<file path="config.mk">
export PLATFORM = sky130hd
export DESIGN_NAME = pc_chipset_config_and_control_ports
export DESIGN_NICKNAME = d
export VERILOG_FILES = /design/src/sv/pccc_pkg.sv /design/src/sv/pccc_ram.sv /design/src/sv/pccc_cfg_file.sv /design/src/sv/pccc_regs.sv /design/src/sv/pc_chipset_config_and_control_ports.sv
export SDC_FILE = /design/constraint.sdc
export NUM_CORES = 2
export LEC_CHECK = 0
export BUFFER_PORTS_ARGS = -buffer_cell sky130_fd_sc_hd__buf_2
export CAP_MARGIN = 20
export CORE_ASPECT_RATIO = 0.7
export CORE_MARGIN = 2
export CORE_UTILIZATION = 50
export DETAILED_ROUTE_END_ITERATION = 10
export GPL_ROUTABILITY_DRIVEN = 1
export PLACE_DENSITY = 0.65
export REMOVE_ABC_BUFFERS = 1
export SLEW_MARGIN = 10
export SYNTH_ARGS = -nofsm -noshare
export SYNTH_HDL_FRONTEND = slang
export SYNTH_HIERARCHICAL = 1
export SYNTH_SLANG_ARGS = --single-unit
</file>
<file path="constraint.sdc">
create_clock -name clk_i -period 5.1 [get_ports clk_i]
set_input_delay 0.51 -clock clk_i [delete_from_list [all_inputs] [get_ports clk_i]]
set_output_delay 0.51 -clock clk_i [all_outputs]
set_load 0.03 [all_outputs]
</file>
<file path="src/sv/pccc_pkg.sv">
// ============================================================================
// pccc_pkg
// Shared types and constants for the chipset configuration and control ports.
// ============================================================================
`default_nettype none

package pccc_pkg;

  localparam int unsigned CFG_ADDR_W   = 8;
  localparam int unsigned CFG_DATA_W   = 8;
  localparam int unsigned CFG_DEPTH    = 256;
  localparam int unsigned REGION_MAX   = 8;
  localparam int unsigned REGION_COUNT = 8;

  // Configuration entries that drive the shadow RAM masks
  localparam logic [CFG_ADDR_W-1:0] SHADOW_EN_IDX   = 8'h13;
  localparam logic [CFG_ADDR_W-1:0] SHADOW_TYPE_IDX = 8'h14;

  // System control port A bit positions
  localparam int unsigned CTLA_RESET_BIT = 0;
  localparam int unsigned CTLA_A20_BIT   = 1;
  localparam int unsigned CTLA_LOCK_BIT  = 3;

  // System control port B bit positions
  localparam int unsigned CTLB_GATE_BIT    = 0;
  localparam int unsigned CTLB_SPEAKER_BIT = 1;
  localparam int unsigned CTLB_REFRESH_BIT = 4;
  localparam int unsigned CTLB_TIMER_BIT   = 5;

  typedef enum logic {
    CMD_READ,
    CMD_WRITE
  } cmd_e;

  typedef enum logic [1:0] {
    PORT_INDEX,
    PORT_DATA,
    PORT_CTRL_A,
    PORT_CTRL_B
  } port_e;

  typedef struct packed {
    cmd_e                  cmd;
    port_e                 port_sel;
    logic [CFG_DATA_W-1:0] write_data;
    logic                  timer_two_output;
  } item_t;

  // Declared most significant first so that the packed form matches tdata
  typedef struct packed {
    logic                  cmos_lock;
    logic                  speaker_on;
    logic                  timer_two_gate;
    logic [REGION_MAX-1:0] shadow_write_mask;
    logic [REGION_MAX-1:0] shadow_read_mask;
    logic                  cpu_reset_pulse;
    logic                  a20_enable;
    logic [CFG_DATA_W-1:0] read_data;
  } res_t;

  typedef struct packed {
    logic                  we;
    logic [CFG_ADDR_W-1:0] waddr;
    logic [CFG_DATA_W-1:0] wdata;
    logic [CFG_ADDR_W-1:0] raddr;
  } cfg_req_t;

endpackage

`default_nettype wire

</file>
<file path="src/sv/pccc_ram.sv">
// ============================================================================
// pccc_ram
// Generic single-port-write, single-port-read RAM with registered read data.
// ============================================================================
`default_nettype none

module pccc_ram #(
  parameter int unsigned WIDTH = 8,
  parameter int unsigned DEPTH = 256
) (
  input  wire logic                     clk_i,
  input  wire logic                     we_i,
  input  wire logic [$clog2(DEPTH)-1:0] waddr_i,
  input  wire logic [WIDTH-1:0]         wdata_i,
  input  wire logic [$clog2(DEPTH)-1:0] raddr_i,
  output logic      [WIDTH-1:0]         rdata_o
);

  logic [WIDTH-1:0] mem_q [DEPTH];
  logic [WIDTH-1:0] rdata_q;

  always_ff @(posedge clk_i) begin
    if (we_i) begin
      mem_q[waddr_i] <= wdata_i;
    end
    rdata_q <= mem_q[raddr_i];
  end

  assign rdata_o = rdata_q;

endmodule

`default_nettype wire

</file>
<file path="src/sv/pccc_cfg_file.sv">
// ============================================================================
// pccc_cfg_file
// 256-byte configuration file: RAM, per-entry valid bits for the zero reset
// value, and a bypass for a read that meets a write to the same entry.
// ============================================================================
`default_nettype none

module pccc_cfg_file
  import pccc_pkg::*;
(
  input  wire logic                  clk_i,
  input  wire logic                  rst_ni,
  input  wire cfg_req_t              req_i,
  output logic      [CFG_DATA_W-1:0] rdata_o
);

  logic [CFG_DEPTH-1:0]  valid_q;
  logic                  rd_valid_q;
  logic                  byp_hit_q;
  logic [CFG_DATA_W-1:0] byp_data_q;
  logic [CFG_DATA_W-1:0] ram_rdata;
  logic                  byp_hit_d;

  pccc_ram #(
    .WIDTH (CFG_DATA_W),
    .DEPTH (CFG_DEPTH)
  ) u_ram (
    .clk_i   (clk_i),
    .we_i    (req_i.we),
    .waddr_i (req_i.waddr),
    .wdata_i (req_i.wdata),
    .raddr_i (req_i.raddr),
    .rdata_o (ram_rdata)
  );

  assign byp_hit_d = req_i.we && (req_i.waddr == req_i.raddr);

  always_ff @(posedge clk_i or negedge rst_ni) begin
    if (!rst_ni) begin
      valid_q    <= '0;
      rd_valid_q <= 1'b0;
      byp_hit_q  <= 1'b0;
    end else begin
      if (req_i.we) begin
        valid_q[req_i.waddr] <= 1'b1;
      end
      rd_valid_q <= valid_q[req_i.raddr];
      byp_hit_q  <= byp_hit_d;
    end
  end

  always_ff @(posedge clk_i) begin
    byp_data_q <= req_i.wdata;
  end

  // Entries never written read as zero
  assign rdata_o = byp_hit_q  ? byp_data_q :
                   rd_valid_q ? ram_rdata  : '0;

endmodule

`default_nettype wire

</file>
<file path="src/sv/pccc_regs.sv">
// ============================================================================
// pccc_regs
// Port decode, control state and result formation for one access.
// ============================================================================
`default_nettype none

module pccc_regs
  import pccc_pkg::*;
#(
  parameter int unsigned REGION_COUNT = pccc_pkg::REGION_COUNT
) (
  input  wire logic                  clk_i,
  input  wire logic                  rst_ni,
  input  wire logic                  adv_i,
  input  wire item_t                 item_i,
  input  wire logic [CFG_DATA_W-1:0] cfg_rdata_i,
  output cfg_req_t                   cfg_req_o,
  output res_t                       res_o
);

  logic [CFG_ADDR_W-1:0] index_q, index_d;
  logic                  lock_q, lock_d;
  logic                  refresh_q, refresh_d;
  logic                  a20_q, a20_d;
  logic                  gate_q, gate_d;
  logic                  speaker_q, speaker_d;
  logic [REGION_MAX-1:0] shen_q, shen_d;
  logic [1:0]            kind_q, kind_d;
  logic [CFG_DATA_W-1:0] rdata;
  logic                  pulse;
  logic                  data_wr;
  logic [REGION_MAX-1:0] rmask;
  logic [REGION_MAX-1:0] wmask;

  always_comb begin
    index_d   = index_q;
    lock_d    = lock_q;
    refresh_d = refresh_q;
    a20_d     = a20_q;
    gate_d    = gate_q;
    speaker_d = speaker_q;
    rdata     = '0;
    pulse     = 1'b0;
    data_wr   = 1'b0;
    case (item_i.port_sel)
      PORT_INDEX: begin
        if (item_i.cmd == CMD_WRITE) begin
          index_d = item_i.write_data;
        end else begin
          rdata = index_q;
        end
      end
      PORT_DATA: begin
        if (item_i.cmd == CMD_WRITE) begin
          data_wr = 1'b1;
        end else begin
          rdata = cfg_rdata_i;
        end
      end
      PORT_CTRL_A: begin
        if (item_i.cmd == CMD_WRITE) begin
          lock_d = item_i.write_data[CTLA_LOCK_BIT];
          a20_d  = item_i.write_data[CTLA_A20_BIT];
          pulse  = item_i.write_data[CTLA_RESET_BIT];
        end else begin
          rdata[CTLA_LOCK_BIT] = lock_q;
          rdata[CTLA_A20_BIT]  = a20_q;
        end
      end
      PORT_CTRL_B: begin
        if (item_i.cmd == CMD_WRITE) begin
          gate_d    = item_i.write_data[CTLB_GATE_BIT];
          speaker_d = item_i.write_data[CTLB_SPEAKER_BIT];
        end else begin
          rdata[CTLB_GATE_BIT]    = gate_q;
          rdata[CTLB_SPEAKER_BIT] = speaker_q;
          rdata[CTLB_REFRESH_BIT] = refresh_q;
          rdata[CTLB_TIMER_BIT]   = item_i.timer_two_output;
          refresh_d               = ~refresh_q;
        end
      end
      default: begin
        rdata = '0;
      end
    endcase
  end

  // Mirror the two shadow entries so the masks need no extra RAM port
  always_comb begin
    shen_d = shen_q;
    kind_d = kind_q;
    if (data_wr && (index_q == SHADOW_EN_IDX)) begin
      shen_d = item_i.write_data[REGION_MAX-1:0];
    end
    if (data_wr && (index_q == SHADOW_TYPE_IDX)) begin
      kind_d = item_i.write_data[1:0];
    end
  end

  always_comb begin
    rmask = '0;
    wmask = '0;
    for (int unsigned i = 0; i < REGION_MAX && i < REGION_COUNT; i++) begin
      rmask[i] = shen_d[i] & kind_d[0];
      wmask[i] = shen_d[i] & kind_d[1];
    end
  end

  always_ff @(posedge clk_i or negedge rst_ni) begin
    if (!rst_ni) begin
      index_q   <= '0;
      lock_q    <= 1'b0;
      refresh_q <= 1'b0;
      a20_q     <= 1'b1;
      gate_q    <= 1'b0;
      speaker_q <= 1'b0;
      shen_q    <= '0;
      kind_q    <= '0;
    end else if (adv_i) begin
      index_q   <= index_d;
      lock_q    <= lock_d;
      refresh_q <= refresh_d;
      a20_q     <= a20_d;
      gate_q    <= gate_d;
      speaker_q <= speaker_d;
      shen_q    <= shen_d;
      kind_q    <= kind_d;
    end
  end

  // Read ahead at the index the next access will see
  assign cfg_req_o.we    = adv_i && data_wr;
  assign cfg_req_o.waddr = index_q;
  assign cfg_req_o.wdata = item_i.write_data;
  assign cfg_req_o.raddr = adv_i ? index_d : index_q;

  assign res_o.read_data         = rdata;
  assign res_o.a20_enable        = a20_d;
  assign res_o.cpu_reset_pulse   = pulse;
  assign res_o.shadow_read_mask  = rmask;
  assign res_o.shadow_write_mask = wmask;
  assign res_o.timer_two_gate    = gate_d;
  assign res_o.speaker_on        = speaker_d;
  assign res_o.cmos_lock         = lock_d;

endmodule

`default_nettype wire

</file>
<file path="src/sv/pc_chipset_config_and_control_ports.sv">
// ============================================================================
// pc_chipset_config_and_control_ports
// Index/data configuration ports with system control ports A and B.
// ============================================================================
//
//   channel   dir  tdata                                   tuser
//   s_axis    in   16b: write_data, timer_two_output       3b: cmd, port_sel
//   m_axis    out  32b: read_data, a20, reset pulse,       -
//                       shadow read/write masks, gate,
//                       speaker, cmos lock
//
// One transaction per cycle sustained while m_axis is ready; each access is
// decoded in the input register against the control state and the
// registered configuration file read, and then sits in the result register.
// Reset restores A20 on, all other state and the whole configuration file to
// zero, with no clearing pass. A stalled result holds the input register,
// which holds s_axis.
// ============================================================================
`default_nettype none

module pc_chipset_config_and_control_ports
  import pccc_pkg::*;
#(
  parameter int unsigned REGION_COUNT = pccc_pkg::REGION_COUNT
) (
  input  wire logic        clk_i,
  input  wire logic        rst_ni,
  input  wire logic        s_axis_tvalid,
  output logic             s_axis_tready,
  input  wire logic [15:0] s_axis_tdata,  // [7:0] write_data, [8] timer_two_output
  input  wire logic [2:0]  s_axis_tuser,  // [0] cmd, [2:1] port_sel
  output logic             m_axis_tvalid,
  input  wire logic        m_axis_tready,
  output logic [31:0]      m_axis_tdata   // [7:0] read_data, [8] a20_enable,
                                          // [9] cpu_reset_pulse,
                                          // [17:10] shadow_read_mask,
                                          // [25:18] shadow_write_mask,
                                          // [26] timer_two_gate,
                                          // [27] speaker_on, [28] cmos_lock
);

  item_t                 item_q;
  logic                  item_valid_q;
  res_t                  out_q;
  logic                  out_valid_q;
  logic                  adv;
  logic                  accept;
  res_t                  res;
  cfg_req_t              cfg_req;
  logic [CFG_DATA_W-1:0] cfg_rdata;

  assign adv           = item_valid_q && (!out_valid_q || m_axis_tready);
  assign s_axis_tready = !item_valid_q || adv;
  assign accept        = s_axis_tvalid && s_axis_tready;

  always_ff @(posedge clk_i or negedge rst_ni) begin
    if (!rst_ni) begin
      item_valid_q <= 1'b0;
      out_valid_q  <= 1'b0;
    end else begin
      if (s_axis_tready) begin
        item_valid_q <= s_axis_tvalid;
      end
      if (adv) begin
        out_valid_q <= 1'b1;
      end else if (m_axis_tready) begin
        out_valid_q <= 1'b0;
      end
    end
  end

  always_ff @(posedge clk_i) begin
    if (accept) begin
      item_q.cmd              <= cmd_e'(s_axis_tuser[0]);
      item_q.port_sel         <= port_e'(s_axis_tuser[2:1]);
      item_q.write_data       <= s_axis_tdata[7:0];
      item_q.timer_two_output <= s_axis_tdata[8];
    end
    if (adv) begin
      out_q <= res;
    end
  end

  pccc_regs #(
    .REGION_COUNT (REGION_COUNT)
  ) u_regs (
    .clk_i       (clk_i),
    .rst_ni      (rst_ni),
    .adv_i       (adv),
    .item_i      (item_q),
    .cfg_rdata_i (cfg_rdata),
    .cfg_req_o   (cfg_req),
    .res_o       (res)
  );

  pccc_cfg_file u_cfg_file (
    .clk_i   (clk_i),
    .rst_ni  (rst_ni),
    .req_i   (cfg_req),
    .rdata_o (cfg_rdata)
  );

  assign m_axis_tvalid = out_valid_q;
  assign m_axis_tdata  = {3'b000, out_q};

endmodule

`default_nettype wire

</file>
==> reports/results.ini <==
[run_status]
outcome = complete, no violations

[routing]
drtPass1Iterations = 6
ant_nets = 0
dr_wl_met2_um = 99800
maxUsedRoutingLayer = met4
via_count = 49320
drt-vias-per-instance = 6.403
post-route-drc-count = 0
drt_iter0_markers = 6920
met1_length_um = 104600
met3_length_um = 26180
wl_um = 235100
wire_per_inst_um = 30.53

[layout]
syn_to_final_growth_pct = 11.46
regArea_um2 = 70130
utilization = 0.5594
multiInputGateArea_um2 = 22040
nFillCells = 14120
drive_gt1_frac = 0.2200
nNetsFinal = 5043

[critical_path]
cp-startpoint = m_axis_tvalid
critPathLaunchType = register
worstPathMaxFanout = 45
timing.rr.end = u_cfg_file/u_ram/rdata_o[1]
arrival_ps = 5140
ff2ff_setup_slack_ps = 700
timing.rr.start = m_axis_tvalid
cp.required_ps = 5840
cp-end-kind = register
reg2reg_depth = 13
critical_path_class = register to register

[timing]
hold_viol = 0
drv_slew = 0
fin_crit_ps = 4402
maxSlewHeadroom = 0.2185
tightest_slew_ps = 1168
fin_skew_ps = 60.04
max_freq_ghz = 0.2272
rsz0062_at_grt = false
setup_viol = 0
hold_slack_ps = 233.9
fin_crit_sh = 0.8632

[yosys]
synthCells = 4828
ys.flop_type = edfxtp_1
ys_seq_elements = 2388
yosysUniqueCellTypes = 82
synthesis.area_um2 = 94040
avgSynthCellArea_um2 = 19.48
yosys.area.top_type = edfxtp_1
synth-edff-count = 2089
yosysMostFrequentCell = edfxtp_1
synth_area_leaders = edfxtp_1 67%, mux4_2 12%, dfrtp_1 7.5%
yosysSeqAreaShare = 0.7458
synth_top_area_frac = 0.6670
yosysWarnings = 6
synth_top_cells_by_count = 2089 x edfxtp_1, 483 x mux4_2, 322 x nor2_1, 282 x dfrtp_1, 211 x mux2i_1
ys_async_sr_fraction = 0.1185

[placement]
gp_congestion = 0.8920
place.detailed.hpwl_um = 144800
io_buffers = 46

[pwr]
p_int_mw = 34.18
power_mw = 47.39
irDropWorstVdd_mv = 0.3482
p_leak_nw = 35.75
power.density_nw_per_um2 = 452.1
switching_share = 0.2787
power_switching_mw = 13.21
p_comb_frac = 0.203
clock_power_share = 0.338
seqPwrFrac = 0.459

[clock_tree]
postCtsSetupBuffers = 0
clock_latency_ps = 880
cts.repair.resized = 0
cts_root_buf = clkbuf_16
htreeDepth = 4
numCtsBuffers = 224
cts_tree = yes
cts_max_path_buffers = 4
cts_sinks = 2388
clk_pin_slew_ps = 60

[floorplanning]
die_height_um = 366.8
coreArea_um2 = 187400
num_rows = 133
initial_utilization = 0.5019
num_io_pins = 57
die-area_um2 = 191600
fp.dieW_um = 522.4

[worst_hold_path]
hold_path_class = input pin to async pin

[grt]
grt_usage = 0.2447
antenna_found_initial = 6
grt_pass1_wl_um = 341300
grt_pass1_vias = 48190
grt_start_max_net_pins = 202
gr-total-overflow = 0

[job]
drv_cap = 0

critical path, stage by stage, from the launching register on:
cell and delay [ps]:
dfrtp_1 420, nand2b_1 100, and2_2 170, nor4bb_2 260, buf_4 240, mux2_8 540, buf_12 260, nand3b_1 570
o22ai_1 130, o21ai_0 470, nand3_1 420, nor4_1 420, buf_4 190, nor4_1 50
metal layers:
layer	global-route usage	vias to the layer above
met1	0.3948	26400
met4	0.05328	0
met5	0.001752	-
met3	0.06118	302
li1	-	20110
met2	0.3352	2513
worst max-delay path by stage:
| stage | depth (start not counted) | to |
|---|---|---|
| finish | 13 | u_cfg_file/u_ram/rdata_o[1] |
| global route | 13 | u_cfg_file/u_ram/rdata_o[5] |
| CTS | 13 | u_cfg_file/u_ram/rdata_o[5] |
| detailed placement | 14 | u_cfg_file/u_ram/rdata_o[5] |
| global placement | 14 | u_cfg_file/u_ram/rdata_o[5] |
| floorplan | 7 | u_cfg_file/rd_valid_q |
logic make-up after synthesis:
family | Yosys count | synth area share
compound gates | 735 | 0.05709
xor+xnor | 9 | 0.0008382
mux | 730 | 0.1437
flops | 2388 | 0.7458
buf+inv | 342 | 0.02117
simple gates | 623 | 0.03137
other cells | 1 | 0.00003988
timing repair:
item / 4_1_cts / 5_1_grt
hold buffers: 16 / 0
endpoints found under the hold margin: 104 / 0
endpoints found under the setup margin: 0 / 0
area by class of cell:
cell class / count / share of cell area
clock inverter: 117 / 0.009096
multi-input combinational: 2100 / 0.2103
sequential: 2388 / 0.6691
clock buffer: 288 / 0.05694
inverter: 7 / 0.0002507
antenna: 7 / 0.0001671
timing repair buffer: 299 / 0.02436
tap: 2497 / 0.02981
layout by cell type, fill, tap and decap left out, types with 23 or more instances in the layout:
master	synthesis	final
nor2b_1	38	35
o221ai_1	46	46
a22oi_1	152	152
mux2i_1	211	211
clkbuf_1	169	54
clkbuf_16	0	226
nand2_1	59	59
nor2_1	322	319
nor4_1	27	26
dfrtp_1	282	282
clkinv_1	2	47
nand3_1	41	41
clkinv_2	0	40
buf_12	8	29
mux4_2	483	483
a21oi_1	98	98
o22ai_1	50	50
buf_2	43	45
o21bai_1	66	66
buf_4	49	205
nand4_1	23	23
nor3_1	39	34
a21o_1	190	190
edfxtp_1	2089	2089
state kept, by name, summed over array words and instances (netlist names), 2 cells and up, named ones only:
signal,count
u_cfg_file/u_ram/mem_q,2048
u_regs/shen_q,7
u_cfg_file/u_ram/rdata_o,8
u_regs/index_q,8
u_cfg_file/valid_q,256
m_axis_tdata,29
item_q,12
u_regs/kind_q,2
u_cfg_file/byp_data_q,8
stage by stage:
step	TNS, ps	instances	area (µm²)	setup WS [ps]
2_1_floorplan	-156240	4495	92080	-15260
3_3_place_gp	0	7268	97660	466.3
4_1_cts	0	7690	104800	721.9
5_1_grt	0	7696	104800	430.4
3_5_place_dp	0	7269	97670	488.0
6_report	0	7703	104800	697.7
power by group through the flow:
stage | clock (mW) | combinational [mW] | sequential [mW]
global placement | 0 | 9.39 | 22.1
detailed placement | 0 | 9.47 | 22.1
CTS | 16.3 | 9.51 | 21.7
global route | 17.1 | 10.1 | 21.7
floorplan | 0 | 6.81 | 22.3
finish | 16.0 | 9.61 | 21.7
Power figures use the tool's default switching activity.
